File: src/rtl/core/csmv_pkg.sv
// Shared types and constants for the COO sparse matrix-vector multiply block.
// Holds the command codes, the classified operation record and the register map.
// No dependencies.
package csmv_pkg;

  // Fixed field widths of the item interface.
  localparam int DATA_W = 32;
  localparam int ROW_W  = 32;
  localparam int COL_W  = 10;
  // Local y index width that covers the largest supported row count.
  localparam int LIDX_W = 16;
  // Depth of the queue between the front and back ends.
  localparam int QDEPTH = 2;

  // Register map: the word index is taken from paddr[2].
  localparam logic REG_IDX_ROW_BASE = 1'b0;

  // Command codes of an input item.
  typedef enum logic [1:0] {
    CMD_LOAD_X  = 2'd0,
    CMD_NONZERO = 2'd1,
    CMD_READ_Y  = 2'd2,
    CMD_UNKNOWN = 2'd3
  } cmd_e_t;

  // Operation class assigned by the front end.
  typedef enum logic [1:0] {
    OP_LOAD = 2'd0,
    OP_NZ   = 2'd1,
    OP_READ = 2'd2,
    OP_BAD  = 2'd3
  } op_kind_t;

  // One classified item as it travels through the queue.
  typedef struct packed {
    op_kind_t            kind;
    logic [ROW_W-1:0]    row;
    logic [COL_W-1:0]    col;
    logic [LIDX_W-1:0]   lidx;
    logic [DATA_W-1:0]   value;
    logic                last;
  } op_t;

  // Control inputs that the front end needs from the rest of the block.
  typedef struct packed {
    logic clearing;
    logic q_full;
  } front_ctl_t;

endpackage

File: src/rtl/core/csmv_front.sv
// Front end: accepts items, checks index ranges and classifies each command.
// Depends on csmv_pkg.
module csmv_front import csmv_pkg::*; #(
  parameter int ROWS = 1024,
  parameter int COLS = 1024
) (
  input  logic              in_valid,
  input  logic [1:0]        cmd,
  input  logic [ROW_W-1:0]  row,
  input  logic [COL_W-1:0]  col,
  input  logic [DATA_W-1:0] value,
  input  logic              last,
  input  logic [ROW_W-1:0]  row_base,
  input  front_ctl_t        ctl,
  output logic              in_stall,
  output logic              push,
  output op_t               op
);

  logic [ROW_W-1:0] local_row;
  logic             col_ok;
  logic             local_ok;
  logic             read_ok;

  // Range checks against the configured sizes.
  assign local_row = row - row_base;
  assign col_ok    = 32'(col) < 32'(COLS);
  assign local_ok  = local_row < 32'(ROWS);
  assign read_ok   = row < 32'(ROWS);

  // No item is taken during the clear pass or while the queue is full.
  assign in_stall = ctl.clearing || ctl.q_full;
  assign push     = in_valid && !in_stall;

  // Classify the command and select the y index it uses.
  always_comb begin
    op.row   = row;
    op.col   = col;
    op.value = value;
    op.last  = last;
    op.lidx  = LIDX_W'(local_row);
    op.kind  = OP_BAD;
    case (cmd_e_t'(cmd))
      CMD_LOAD_X: begin
        if (col_ok) begin
          op.kind = OP_LOAD;
        end
      end
      CMD_NONZERO: begin
        if (col_ok && local_ok) begin
          op.kind = OP_NZ;
        end
      end
      CMD_READ_Y: begin
        op.lidx = LIDX_W'(row);
        if (read_ok) begin
          op.kind = OP_READ;
        end
      end
      default: begin
        op.kind = OP_BAD;
      end
    endcase
  end

endmodule

File: config.mk
export PLATFORM = sky130hd
export DESIGN_NAME = csmv_front
export DESIGN_NICKNAME = d
export VERILOG_FILES = /design/src/rtl/core/csmv_pkg.sv /design/src/rtl/core/csmv_front.sv
export SDC_FILE = /design/constraint.sdc
export NUM_CORES = 1
export LEC_CHECK = 0
export BUFFER_PORTS_ARGS = -buffer_cell sky130_fd_sc_hd__buf_2
export CAP_MARGIN = 15
export CORE_MARGIN = 5
export CORE_UTILIZATION = 30
export DETAILED_ROUTE_END_ITERATION = 16
export SYNTH_ARGS = -nofsm -noshare
export SYNTH_HDL_FRONTEND = slang
export SYNTH_SLANG_ARGS = --single-unit
File: constraint.sdc
create_clock -name vclk -period 3.85
set_input_delay 0.385 -clock vclk [all_inputs]
set_output_delay 0.385 -clock vclk [all_outputs]
set_load 0.1 [all_outputs]
# Word-level counts from Yosys, hierarchy flattened
# Index checks and enable logic that the tools add are counted.
word_totals:
  reg_bits: 0
  inputBits: 112
classes:
  magnitude_cmp: 2
  reduce_logical: 4
  muxes: 4
  n_eq_ne: 2
  add_sub_neg: 1
ops:
  columns: ["op", "count"]
  rows:
  - ["$lt 32x11->1 const B", 2]
  - ["$sub 32x32->32", 1]
  - ["$mux 16", 1]
  - ["$pmux 2 s3", 1]
  - ["$eq 2x1->1 const B", 1]
  - ["$eq 2x2->1 const B", 1]
  - ["$logic_not 2->1", 1]
  - ["$mux 2", 1]
  - ["$logic_and 1x1->1", 1]
  - ["$logic_not 1->1", 1]
  - ["$logic_or 1x1->1", 1]
  - ["$mux 1", 1]

# Longest topological paths before layout
depth:
  depth_word: 4
  mapped_depth: 13

# Worst setup path before layout
# Ideal clock, no wire load.
synth_path:
  kind: "input to output"
  from: "input port row_base[3]"
  to: "output port op[42] in the netlist's numbering"
  cell_stages: 11
  t_arrival_ns: 3.919
  n_path_buf: 0
  setup_slack_ns: -0.454
  required_time_ns: 3.465
  cell_sequence: "inv_1 ha_1 a21o_1 a21oi_2 nand2_1 inv_1 o21ai_0 a21o_1 a21oi_1 xor2_1 o21ai_0"
synth_rtl:
  columns: ["item", "line_no", "text"]
  rows:
  - ["start: declaration", "csmv_front.sv:13", "input logic [ROW_W-1:0] row_base,"]
  - ["end: declaration", "csmv_front.sv:17", "output op_t op"]

==> run_results.csv <==
group,metric,value,unit
status,status,"completed",
worst_setup_path,cp.arrival,3.43,ns
timing,tightestPinTransition,0.637,ns
finish,area_growth,16.1,%
route,first_iter_violations,232,
placed_design,io_buffers,121,
worst_setup_path,crit_path_start_kind,"primary input",
timing,relSlewSlack,0.571,
route,wl_per_cell,14.9,um
global_routing,grt_first_pass_wirelength,14.6,mm
worst_setup_path,slowest_stage,"fa_2",
timing,finalSetupViolations,0,
finish,nets,655,
finish,final_cells,642,
global_routing,grt_max_degree,20,
synthesis,syn_inst,446,
synthesis,post_synth_main_area_contributors,"buf_4, ha_1, nand2_1",
synthesis,netlist_area,0.00295,sq mm
job,maxCapViolCount,0,
finish,drive_gt1_frac,0.361,
synthesis,synth.top_cells.by_count,"buf_4, nand2_1, inv_1, a21oi_1, ha_1",
die,core-area,0.00968,sq mm
synthesis,synth_top_area_frac,0.191,
finish,nFillCells,1054,
power_and_ir_drop,leakage,1.70,nW
timing,hold_viol,0,
synthesis,syn_area_per_cell,6.62,sq um
die,rows,36,
route,dr.pass1.iters,4,
global_routing,antenna_found_initial,0,
route,routed_wl,9.59,mm
placed_design,placedCellCount,638,
synthesis,syn-num-nets,590,
finish,seq_cell_count,0,
global_routing,grt.met2_usage,0.242,
die,dieArea,0.0119,sq mm
route,viasPerCell,5.08,
synthesis,synth.most_common_cell,"buf_4",
global_routing,grt.met1_usage,0.214,
die,die_w,109,um
finish,n_clock_buffer,0,
placed_design,hpwl,8.27,mm
min_path,hold_class,"primary input to output port",
global_routing,grt_overflow,0,
worst_setup_path,path_class,"primary input to output port",
synthesis,synth.distinct_cells,68,
global_routing,grt_busiest_layer,"met2",
die,ios,207,
worst_setup_path,crit_buf_inv,5,
die,die_h,109,um
route,antenna_left,0,
power_and_ir_drop,p_per_area,266,mW/mm^2
worst_setup_path,cpLargestDelayFamily,"simple AND/OR/NAND/NOR gates",
worst_setup_path,cp_cell_sequence,"buf_8, inv_4, ha_4, inv_2, fa_2, a211oi_4, o211ai_1, nand2_1, a21boi_2, or3_4, a2111oi_4, nand4_1, nor4_4, buf_4, nor2_4, buf_12",
global_routing,grt_pass1_vias,3088,
timing,rsz0062_at_grt,"yes",
synthesis,yosysSeqAreaShare,0,
worst_setup_path,worst-path-max-fanout,4,
worst_setup_path,crit_path_end_kind,"output port",
power_and_ir_drop,ir_drop,0.150,mV
synthesis,yosysWarnings,0,
placed_design,gp_congestion,0.927,
finish,antenna_cells,0,
route,drc,0,
synthesis,synth_top_cell_by_area,"buf_4",
timing,fmax,262,MHz
route,num_vias,3263,
global_routing,grtUsageTotal,0.147,
finish,seq_area,0,sq um
timing,fin_crit,3.82,ns
finish,final_util,0.354,
timing,drv_slew,0,
global_routing,grt_use_met3,0.0118,
worst_setup_path,crit_path_max_incr_delay,0.41,ns
die,start_util,0.305,
worst_setup_path,cp.required,3.46,ns
timing,finalCritPeriodShare,0.992,
clocking,hold_buffers,0,
power breakdown:
part / total (W) / switching (W) / internal, W
sequential: 0 / 0 / 0
combinational: 0.000913 / 0.000668 / 0.000245
clock: 0 / 0 / 0
total: 0.000913 / 0.000668 / 0.000245
metrics by stage:
stage	setup TNS [ns]	hold WS (ns)	area [sq um]	setup slack (ns)	total power [W]
global placement	-0.148	0.771	3280	-0.148	0.000880
detailed placement	-0.229	0.771	3280	-0.229	0.000880
floorplan	0	0.982	2970	0.182	0.000924
CTS	0	0.771	3300	0.0194	0.000886
global route	-0.110	0.770	3430	-0.110	0.000971
finish	0	0.770	3430	0.0305	0.000913
area by class of cell:
cell class | count | area (sq um) | area share
inverter | 42 | 160 | 0.0467
multi-input combinational | 322 | 2290 | 0.668
tap | 133 | 166 | 0.0485
timing repair buffer | 145 | 811 | 0.236
per-layer routing:
metal  part of all wire  up-vias
met1               0.47     1464
li1                   -     1650
met4              0.014        0
met3              0.072       20
met2               0.44      129
met5                  0        -
placed cells by master, fill, tap and decap left out, drive strengths merged, types with 3 or more instances in the layout:
cell and count:
a21oi 39, inv 42, nand2 47, o21ai 32, xnor2 8, ha 31, and3 3, or2 3
buf 145, nand4 6, a21boi 6, o31ai 5, and2 5, nor2 28, xor2 6, a21o 14
nor3 5, or3 4, nor2b 3, nor4 10, nand2b 4, nand3 12, a211oi 7, o211ai 5
o311ai 3
kinds of logic after synthesis:
kind of cell | Yosys count | share of synthesized area
fa+ha+maj | 32 | 0.138
xor+xnor | 14 | 0.0415
mux | 2 | 0.00678
simple gates | 136 | 0.230
buf+inv | 124 | 0.258
compound gates | 138 | 0.325
final timing paths:
check / cells past startpoint / endpoint / startpoint
max: 16 / op[92] / row[0]
min: 0 / op[55] / col[6]
repair_timing:
action	CTS	global route
pin swaps	3	13
endpoints found under the setup margin	1	1
resized for setup	3	23
setup buffers	0	4
No activity file was read; power rests on OpenSTA's default activity.
