===== config.mk =====
export PLATFORM = sky130hd
export DESIGN_NAME = csmv_queue
export DESIGN_NICKNAME = d
export VERILOG_FILES = /design/src/rtl/core/csmv_pkg.sv /design/src/rtl/core/csmv_queue.sv
export SDC_FILE = /design/constraint.sdc
export NUM_CORES = 1
export LEC_CHECK = 0
export ABC_AREA = 1
export BUFFER_PORTS_ARGS = -buffer_cell sky130_fd_sc_hd__buf_2
export CAP_MARGIN = 25
export CORE_MARGIN = 2
export CORE_UTILIZATION = 52
export DETAILED_ROUTE_END_ITERATION = 10
export GPL_TIMING_DRIVEN = 0
export PLACE_DENSITY = 0.79
export SYNTH_ARGS = -nofsm -noshare
export SYNTH_HDL_FRONTEND = slang
export SYNTH_SLANG_ARGS = --single-unit

===== constraint.sdc =====
create_clock -name clk -period 7.2 [get_ports clk]
set_input_delay 0.72 -clock clk [delete_from_list [all_inputs] [get_ports clk]]
set_output_delay 0.72 -clock clk [all_outputs]
set_load 0.01 [all_outputs]

===== src/rtl/core/csmv_pkg.sv =====
// Shared types and constants for the COO sparse matrix-vector multiply block.
// Holds the command codes, the classified operation record and the register map.
// No dependencies.
package csmv_pkg;

  // Fixed field widths of the item interface.
  localparam int DATA_W = 32;
  localparam int ROW_W  = 32;
  localparam int COL_W  = 10;
  // Local y index width that covers the largest supported row count.
  localparam int LIDX_W = 16;
  // Depth of the queue between the front and back ends.
  localparam int QDEPTH = 2;

  // Register map: the word index is taken from paddr[2].
  localparam logic REG_IDX_ROW_BASE = 1'b0;

  // Command codes of an input item.
  typedef enum logic [1:0] {
    CMD_LOAD_X  = 2'd0,
    CMD_NONZERO = 2'd1,
    CMD_READ_Y  = 2'd2,
    CMD_UNKNOWN = 2'd3
  } cmd_e_t;

  // Operation class assigned by the front end.
  typedef enum logic [1:0] {
    OP_LOAD = 2'd0,
    OP_NZ   = 2'd1,
    OP_READ = 2'd2,
    OP_BAD  = 2'd3
  } op_kind_t;

  // One classified item as it travels through the queue.
  typedef struct packed {
    op_kind_t            kind;
    logic [ROW_W-1:0]    row;
    logic [COL_W-1:0]    col;
    logic [LIDX_W-1:0]   lidx;
    logic [DATA_W-1:0]   value;
    logic                last;
  } op_t;

  // Control inputs that the front end needs from the rest of the block.
  typedef struct packed {
    logic clearing;
    logic q_full;
  } front_ctl_t;

endpackage


===== src/rtl/core/csmv_queue.sv =====
// Short FIFO of classified operations between the front and back ends.
// Depends on csmv_pkg.
module csmv_queue import csmv_pkg::*; (
  input  logic clk,
  input  logic rst,
  input  logic push,
  input  op_t  push_op,
  input  logic pop,
  output logic q_valid,
  output logic q_full,
  output op_t  head_op
);

  localparam int PW = $clog2(QDEPTH);
  localparam int CW = $clog2(QDEPTH + 1);

  op_t           entries [QDEPTH];
  logic [PW-1:0] head;
  logic [PW-1:0] tail;
  logic [CW-1:0] count;

  assign q_valid = count != '0;
  assign q_full  = count == CW'(QDEPTH);
  assign head_op = entries[head];

  // Entry storage; payload needs no reset.
  always_ff @(posedge clk) begin
    if (push) begin
      entries[tail] <= push_op;
    end
  end

  // Pointers and fill count.
  always_ff @(posedge clk) begin
    if (rst) begin
      head  <= '0;
      tail  <= '0;
      count <= '0;
    end else begin
      if (push) begin
        tail <= (tail == PW'(QDEPTH - 1)) ? '0 : tail + 1'b1;
      end
      if (pop) begin
        head <= (head == PW'(QDEPTH - 1)) ? '0 : head + 1'b1;
      end
      case ({push, pop})
        2'b10:   count <= count + 1'b1;
        2'b01:   count <= count - 1'b1;
        default: count <= count;
      endcase
    end
  end

endmodule


Yosys cells after proc, flatten, opt, wreduce, memory -nomap -nowiden
Memories as Yosys holds them, arrays and structs flattened. A register that Yosys moved wholly into a read port is not among the register bits.
Cells that the tools add are included.
- register bits after elaboration: 4
- memory bits (writable): 186
- output and inout port bits: 95
- word-level logic and storage cells: 20
- memories: 1
- add/subtract/negate cells: 4
- eq/ne operators: 3
- multiplexer cells: 7
- reduce and logical (&&, ||, !) cells: 2
- memories (memory ; depth ; width ; rd ports ; clocked after memory_dff ; write ports ; line ; source):
    entries ; 2 ; 93 ; 1 ; 1 ; 1 ; csmv_queue.sv:17 ; op_t entries [QDEPTH];
- operators by type and width (cell ; count):
    $mux W1 ; 6
    $eq A2 B2 Y1 const B ; 2
    $pmux W2 S2 ; 1
    $reduce_bool A2 Y1 ; 2
    $add A1 B1 Y1 const B ; 2
    $add A2 B1 Y2 const B ; 1
    $eq A2 B1 Y1 const B ; 1
    $sub A2 B1 Y2 const B ; 1

Depth between registers and ports, before layout
Gate-level depths: netlist of the first run.
- depth in word-level cells: 4
- gate-level depth with buffers: 7
- mapped depth without buffers: 7

Worst setup path after synthesis of the first run
Ideal clock, no wire load.
- path kind: input-to-reg
- start point: input push
- end point: memory entries[0][0] (netlist bit) (enable)
- setup time: 0.548 ns
- arrival: 4.676 ns
- setup slack: 1.976 ns
- stages on the path: 2
- path buffers: 0
- cells stage by stage: inv_1 nor2_1
- word-level cells in the longest chain between the ends: 2
- ends and longest elaborated chain (element ; line ; source):
    start: declaration ; csmv_queue.sv:6 ; input logic push,
    $mux W1 ; csmv_queue.sv:28 ; if (push) begin
    $mux W1 (not written as such) ; csmv_queue.sv:29 ; entries[tail] <= push_op;
    end: declaration ; csmv_queue.sv:17 ;
No other way between the ends.

==> impl_metrics.py, run 1 <==
metrics = {
    "outcome": {
        "status": "completed",
    },
    "drt": {
        "avgRoutedWirePerCell_um": 17.3,
        "routed-via-count": 3649,
        "ant_nets": 0,
        "routed_wl_um": 12600,
        "drc": 0,
        "drt_pass1_iterations": 4,
        "drtIter0Drc": 192,
        "vias_per_cell": 5.02,
    },
    "yosys": {
        "seq_area_frac_synth": 0.788,
        "yosysTopAreaCell": "edfxtp_1",
        "synth_fa_ha_area_frac": 0.00173,
        "avgSynthCellArea_um2": 22.4,
        "synth_area_um2": 7220,
        "synth_cell_type_count": 16,
        "ys.flop_type": "edfxtp_1",
        "yosysTopAreaCellShare": 0.774,
        "synth_edf_count": 186,
        "synth_top_family_by_area": "multiplexers",
        "muxShareOfSynthArea": 0.182,
        "yosysWarnings": 0,
        "synth.most_common_cell": "edfxtp_1",
        "synth_area_leaders": "edfxtp_1 (77%), mux2_4 (15%), mux2_2 (3.6%)",
        "synthSimpleGateAreaFrac": 0.00936,
        "synthArstFlopShare": 0,
        "syn-num-nets": 420,
        "synth.ff_latch_count": 191,
        "syn_inst": 322,
        "yosys.area_share.xor_xnor": 0.00121,
        "synth_compound_area_frac": 0.00139,
        "synth_common_cells": "edfxtp_1 (186), mux2_4 (70), mux2_2 (23)",
    },
    "clocking": {
        "numCtsBuffers": 17,
        "postCtsHoldBufs": 0,
        "clk_root_buffer_cell": "clkbuf_16",
        "cts-resized-gates": 0,
        "cts.sinks": 191,
        "clockBufferDepth": 2,
        "htreeDepth": 4,
        "clkLatencyLatePin_ns": 0.42,
        "clkTransAtPathRegs_ns": 0.07,
        "tritoncts": "built",
        "cts_setup_buffers": 0,
    },
    "pwr": {
        "p_sw_frac": 0.213,
        "irDropWorstVdd_uv": 142,
        "power_mw": 2.47,
        "switchingPower_mw": 0.525,
        "power.leakage_nw": 3.59,
        "p_int_mw": 1.94,
        "sequentialPowerShare": 0.528,
        "clockPowerShare": 0.354,
        "power_density_nw_per_um2": 273,
        "p_comb_frac": 0.118,
    },
    "critical_path": {
        "cp.arrival_ns": 1.68,
        "r2r_start": "tail$_SDFFE_PP0P_",
        "cp-end-kind": "primary output",
        "worstPathMaxFanout": 10,
        "criticalPathCategory": "flop to primary output",
        "start_kind": "flop",
        "cp_data_required_time_ns": 6.48,
    },
    "global_routing": {
        "grt_antenna_before_repair": 0,
        "grt_pass1_wl_um": 18800,
        "grt.overflow.total": 0,
        "track_usage": 0.172,
        "grt_pass1_vias": 3765,
        "grt_max_degree": 53,
    },
    "sta": {
        "fmax_mhz": 417,
        "final.min_clock_period_ns": 2.40,
        "hold_viol_final": 0,
        "setup-tns-final_ns": 0,
        "skew_ns": 0.00789,
        "finalMaxSlewViolations": 0,
        "fin_crit_sh": 0.333,
        "setup_viol": 0,
        "tightestPinTransition_ns": 0.713,
        "relSlewSlack": 0.524,
        "finalWorstSetupSlack_ns": 4.80,
        "hold_ws_ns": 0.487,
        "rsz0062_at_grt": "false",
    },
    "floorplanning": {
        "die_x_um": 122,
        "row_count": 43,
        "initial_core_util": 0.526,
        "io_pins": 192,
        "die-area_um2": 14800,
        "design.core.area_um2": 13700,
        "die_h_um": 122,
    },
    "cells_and_area": {
        "fin_nets": 634,
        "n_antenna_cell": 0,
        "fin_util": 0.659,
        "drive_gt1_frac": 0.596,
        "final_cells": 727,
        "nFillCells": 946,
        "final_area_um2": 9040,
        "area_delta_synth_final_pct": 25.3,
    },
    "placement": {
        "place.gp.congestion": 0.682,
        "pre_cts_ws_ns": 4.85,
        "dp.final_hpwl_um": 8840,
        "dp.cells": 697,
        "port_buffers": 191,
        "placed_area_um2": 8500,
    },
    "min_path": {
        "hp-start": "push_op[83]",
        "hold_path.class": "input pin to flop",
    },
    "run": {
        "maxCapViolCount": 0,
    },
}
## critical path, stage by stage, from the launching register on
cell and delay (ns):
dfxtp_1 0.33, buf_4 0.24, buf_6 0.22, mux2_4 0.32, buf_2 0.14
## cells by family after synthesis
| logic type | count (synthesis) |
|---|---|
| adders and majority gates | 1 |
| buffers and inverters | 17 |
| DFF | 191 |
| and+or+nand+nor | 17 |
| xor gates and xnor gates | 1 |
| muxes | 93 |
| AOI/OAI and AO/OA | 2 |
## worst paths after layout
kind	to	slack (ns)	depth (start not counted)
max	head_op[28]	4.80	4
min	entries[0][83]$_DFFE_PP_	0.49	1
max reg2reg	entries[0][39]$_DFFE_PP_	5.45	3
min reg2reg	flop	0.52	2
## per-layer routing
metal	GRT usage	vias to the layer above	routed length (um)
li1	-	1683	-
met5	0	-	0
met1	0.199	1800	4950
met3	0.0543	18	1010
met4	0.0690	0	207
met2	0.297	148	6440
## flip-flops by register name, summed over array words and instances (netlist names), named ones only
name / flops
tail: 1
count: 2
head: 1
entries: 186
## power by group through the flow
stage / sequential [mW] / clock [mW] / combinational (mW)
after detailed placement: 1.33 / 0 / 0.296
after global placement: 1.33 / 0 / 0.279
final: 1.30 / 0.872 / 0.292
after global routing: 1.31 / 0.934 / 0.315
after floorplan: 1.33 / 0 / 0.177
after CTS: 1.30 / 0.892 / 0.297
## area by class of cell
cell class / instances / area (um2) / share of cell area
clock buffer: 18 / 429 / 0.0475
clock inverter: 12 / 119 / 0.0131
buffer: 10 / 96.3 / 0.0107
timing repair buffer: 195 / 1040 / 0.115
inverter: 7 / 28.8 / 0.00318
multi-input combinational: 114 / 1420 / 0.157
sequential: 191 / 5690 / 0.629
tap: 180 / 225 / 0.0249
## cells in the final DEF, fill, tap and decap left out, types with 2 or more instances in the layout
master	instances
clkinvlp_4	2
mux2_2	23
buf_6	7
dfxtp_1	5
inv_1	6
nor2_1	8
clkbuf_16	17
mux2_4	70
edfxtp_1	186
clkinv_2	3
buf_12	3
bufinv_16	2
inv_6	2
clkinv_1	3
buf_2	193
nand2_1	6
(Power assumes the default switching activity.)
==> inputs of run 2 (changes only) <==
- ABC_AREA: 1 -> 0
- PLACE_DENSITY: 0.79 -> 0.8
- clock period: 7.2 -> 2.4 ns (I/O delays scaled with it)
==> impl_metrics.py, run 2 <==
metrics = {
    "yosys": {
        "synth.most_common_cell": "edfxtp_1",
        "syn-num-nets": 409,
        "avgSynthCellArea_um2": 22.2,
        "synth_area_um2": 6910,
        "seq_area_frac_synth": 0.823,
        "synth_common_cells": "edfxtp_1 (186), mux2_2 (93), buf_4 (7)",
        "synthArstFlopShare": 0,
        "yosysWarnings": 0,
        "synth_area_leaders": "edfxtp_1 (81%), mux2_2 (15%), dfxtp_1 (1.4%)",
        "synth_cell_type_count": 16,
        "syn_inst": 311,
        "synth_edf_count": 186,
        "synth.ff_latch_count": 191,
        "yosysTopAreaCell": "edfxtp_1",
        "ys.flop_type": "edfxtp_1",
        "yosysTopAreaCellShare": 0.809,
    },
    "drt": {
        "routed_wl_um": 13600,
        "routed-via-count": 3911,
        "drtIter0Drc": 206,
        "avgRoutedWirePerCell_um": 17.1,
        "drt_pass1_iterations": 4,
        "vias_per_cell": 4.91,
        "ant_nets": 0,
        "drc": 0,
    },
    "clocking": {
        "tritoncts": "built",
        "clkLatencyLatePin_ns": 0.42,
        "clockBufferDepth": 2,
        "cts-resized-gates": 0,
        "clk_root_buffer_cell": "clkbuf_16",
        "clkTransAtPathRegs_ns": 0.06,
        "numCtsBuffers": 17,
        "htreeDepth": 4,
        "cts.sinks": 191,
    },
    "cells_and_area": {
        "reg_top3": "entries: 186 flops, count: 2 flops",
        "top_register": "entries",
        "nFillCells": 756,
        "largest_register_ffs": 186,
        "mostFrequentLayoutCell": "buf_2",
        "fin_nets": 706,
        "final_cell_mix": "buf_2 (194), edfxtp_1 (186), mux2_2 (93), dlygate4sd3_1 (84), clkbuf_16 (17)",
        "drive_gt1_frac": 0.525,
        "n_antenna_cell": 0,
        "area_delta_synth_final_pct": 37.7,
        "final_area_um2": 9510,
    },
    "placement": {
        "dp.final_hpwl_um": 8110,
        "pre_cts_ws_ns": 0.602,
        "placed_area_um2": 8160,
        "port_buffers": 191,
        "place.gp.congestion": 0.686,
    },
    "floorplanning": {
        "initial_core_util": 0.528,
        "die_x_um": 119,
        "io_pins": 192,
        "die-area_um2": 14200,
        "design.core.area_um2": 13100,
        "die_h_um": 119,
        "row_count": 42,
    },
    "critical_path": {
        "r2r_start": "tail$_SDFFE_PP0P_",
        "cpPeakStageDelay_ns": 0.36,
        "worst_path_max_delay_cell": "mux2_2",
        "cp_data_required_time_ns": 2.16,
        "r2r_slack_ns": 0.69,
        "worstPathMaxFanout": 10,
        "cp.arrival_ns": 1.82,
        "criticalPathCategory": "flop to primary output",
        "start_kind": "flop",
        "cp_top_family": "buffers and inverters",
        "cp_num_buf_inv": 3,
        "crit_end": "head_op[29]",
        "path_cells": "buf_2 > buf_4 > mux2_2 > buf_2",
        "worst_path_most_repeated_cell": "buf_2",
        "r2r_cells": 2,
        "worst-path-stages": 4,
        "cp-end-kind": "primary output",
        "rr_endpoint": "entries[0][6]$_DFFE_PP_",
    },
    "sta": {
        "final.min_clock_period_ns": 2.06,
        "relSlewSlack": 0.405,
        "tightestPinTransition_ns": 0.891,
        "finalMaxSlewViolations": 0,
        "fin_crit_sh": 0.857,
        "rsz0062_at_grt": "false",
        "skew_ns": 0.00624,
        "hold_viol_final": 0,
        "fmax_mhz": 486,
        "finalWorstSetupSlack_ns": 0.343,
        "setup_viol": 0,
    },
    "global_routing": {
        "grt_pass1_wl_um": 20900,
        "grt_antenna_before_repair": 0,
        "grt_pass1_vias": 4252,
        "grt_max_degree": 52,
        "grt.overflow.total": 0,
        "track_usage": 0.196,
    },
    "run": {
        "maxCapViolCount": 0,
    },
    "min_path": {
        "hold_path.class": "input pin to flop",
    },
    "pwr": {
        "irDropWorstVdd_uv": 574,
        "power_mw": 7.30,
        "power.leakage_nw": 3.61,
        "power_density_nw_per_um2": 767,
    },
    "outcome": {
        "status": "completed",
    },
}
run 2: area by class of cell:
class	instances	area (um2)	share of cell area
flip-flops and latches	191	5690	0.598
repair buffers	278	1860	0.196
multi-input cells	109	1160	0.122
clock buffers	20	437	0.0459
well taps	176	220	0.0232
clock inverters	12	72.6	0.00763
plain buffers	10	67.6	0.00710
inverters	1	3.75	0.000395
run 2: per-stage QoR:
stage | TNS (ns) | util | std cells | hold slack, ns
global placement | -56.70 | 0.618 | 678 | 0.427
CTS | 0 | 0.723 | 792 | 0.000142
floorplan | 0 | - | 311 | 0.309
finish | 0 | 0.727 | 797 | 0.0186
detailed placement | 0 | 0.624 | 681 | 0.431
global route | 0 | 0.727 | 797 | 0.00166
run 2: worst min path at each step:
stage	start	cells after the start	to	slack, ns
after floorplan	rst	1	count[1]$_SDFFE_PP0P_	0.31
after global placement	push_op[79]	1	entries[0][79]$_DFFE_PP_	0.43
after detailed placement	push_op[38]	1	entries[1][38]$_DFFE_PP_	0.43
after CTS	push_op[31]	1	entries[1][31]$_DFFE_PP_	0.0001
after global routing	push_op[51]	1	entries[0][51]$_DFFE_PP_	0.002
final	push_op[63]	1	entries[0][63]$_DFFE_PP_	0.02
run 2: timing repair:
action | 4_1_cts | 5_1_grt
endpoints found under the hold margin | 153 | 7
buffers inserted | 0 | 0
hold buffers | 79 | 5
run 2: cell families (layout without fill, tap and decap cells):
kind of cell / Yosys count / in the layout / synth area share
AO/OA/AOI/OAI: 2 / 2 / 0.00145
XOR/XNOR: 4 / 4 / 0.00507
flip-flops: 191 / 191 / 0.823
buffers and inverters: 11 / 321 / 0.0103
AND/OR/NAND/NOR: 9 / 9 / 0.00670
multiplexers: 93 / 93 / 0.152
adder cells (fa/ha/maj): 1 / 1 / 0.00181
run 2: power by group:
part / internal [mW] / total [mW] / switching, mW / leakage (nW)
clock: 1.31 / 2.42 / 1.12 / 0.236
combinational: 0.481 / 0.937 / 0.455 / 1.58
sequential: 3.89 / 3.94 / 0.0496 / 1.79
run 2: metal layers:
| layer | share of wire | vias to the layer above | GRT usage |
|---|---|---|---|
| met5 | 0 | - | 0 |
| met4 | 0.018 | 0 | 0.0774 |
| met3 | 0.064 | 25 | 0.0627 |
| met2 | 0.55 | 137 | 0.359 |
| met1 | 0.37 | 1918 | 0.209 |
| li1 | - | 1831 | - |
run 2: worst reg2reg max path, cell delays in order (launching register included):
cell     delay (ns)
dfxtp_1        0.36
nor2_4         0.72
buf_12         0.30
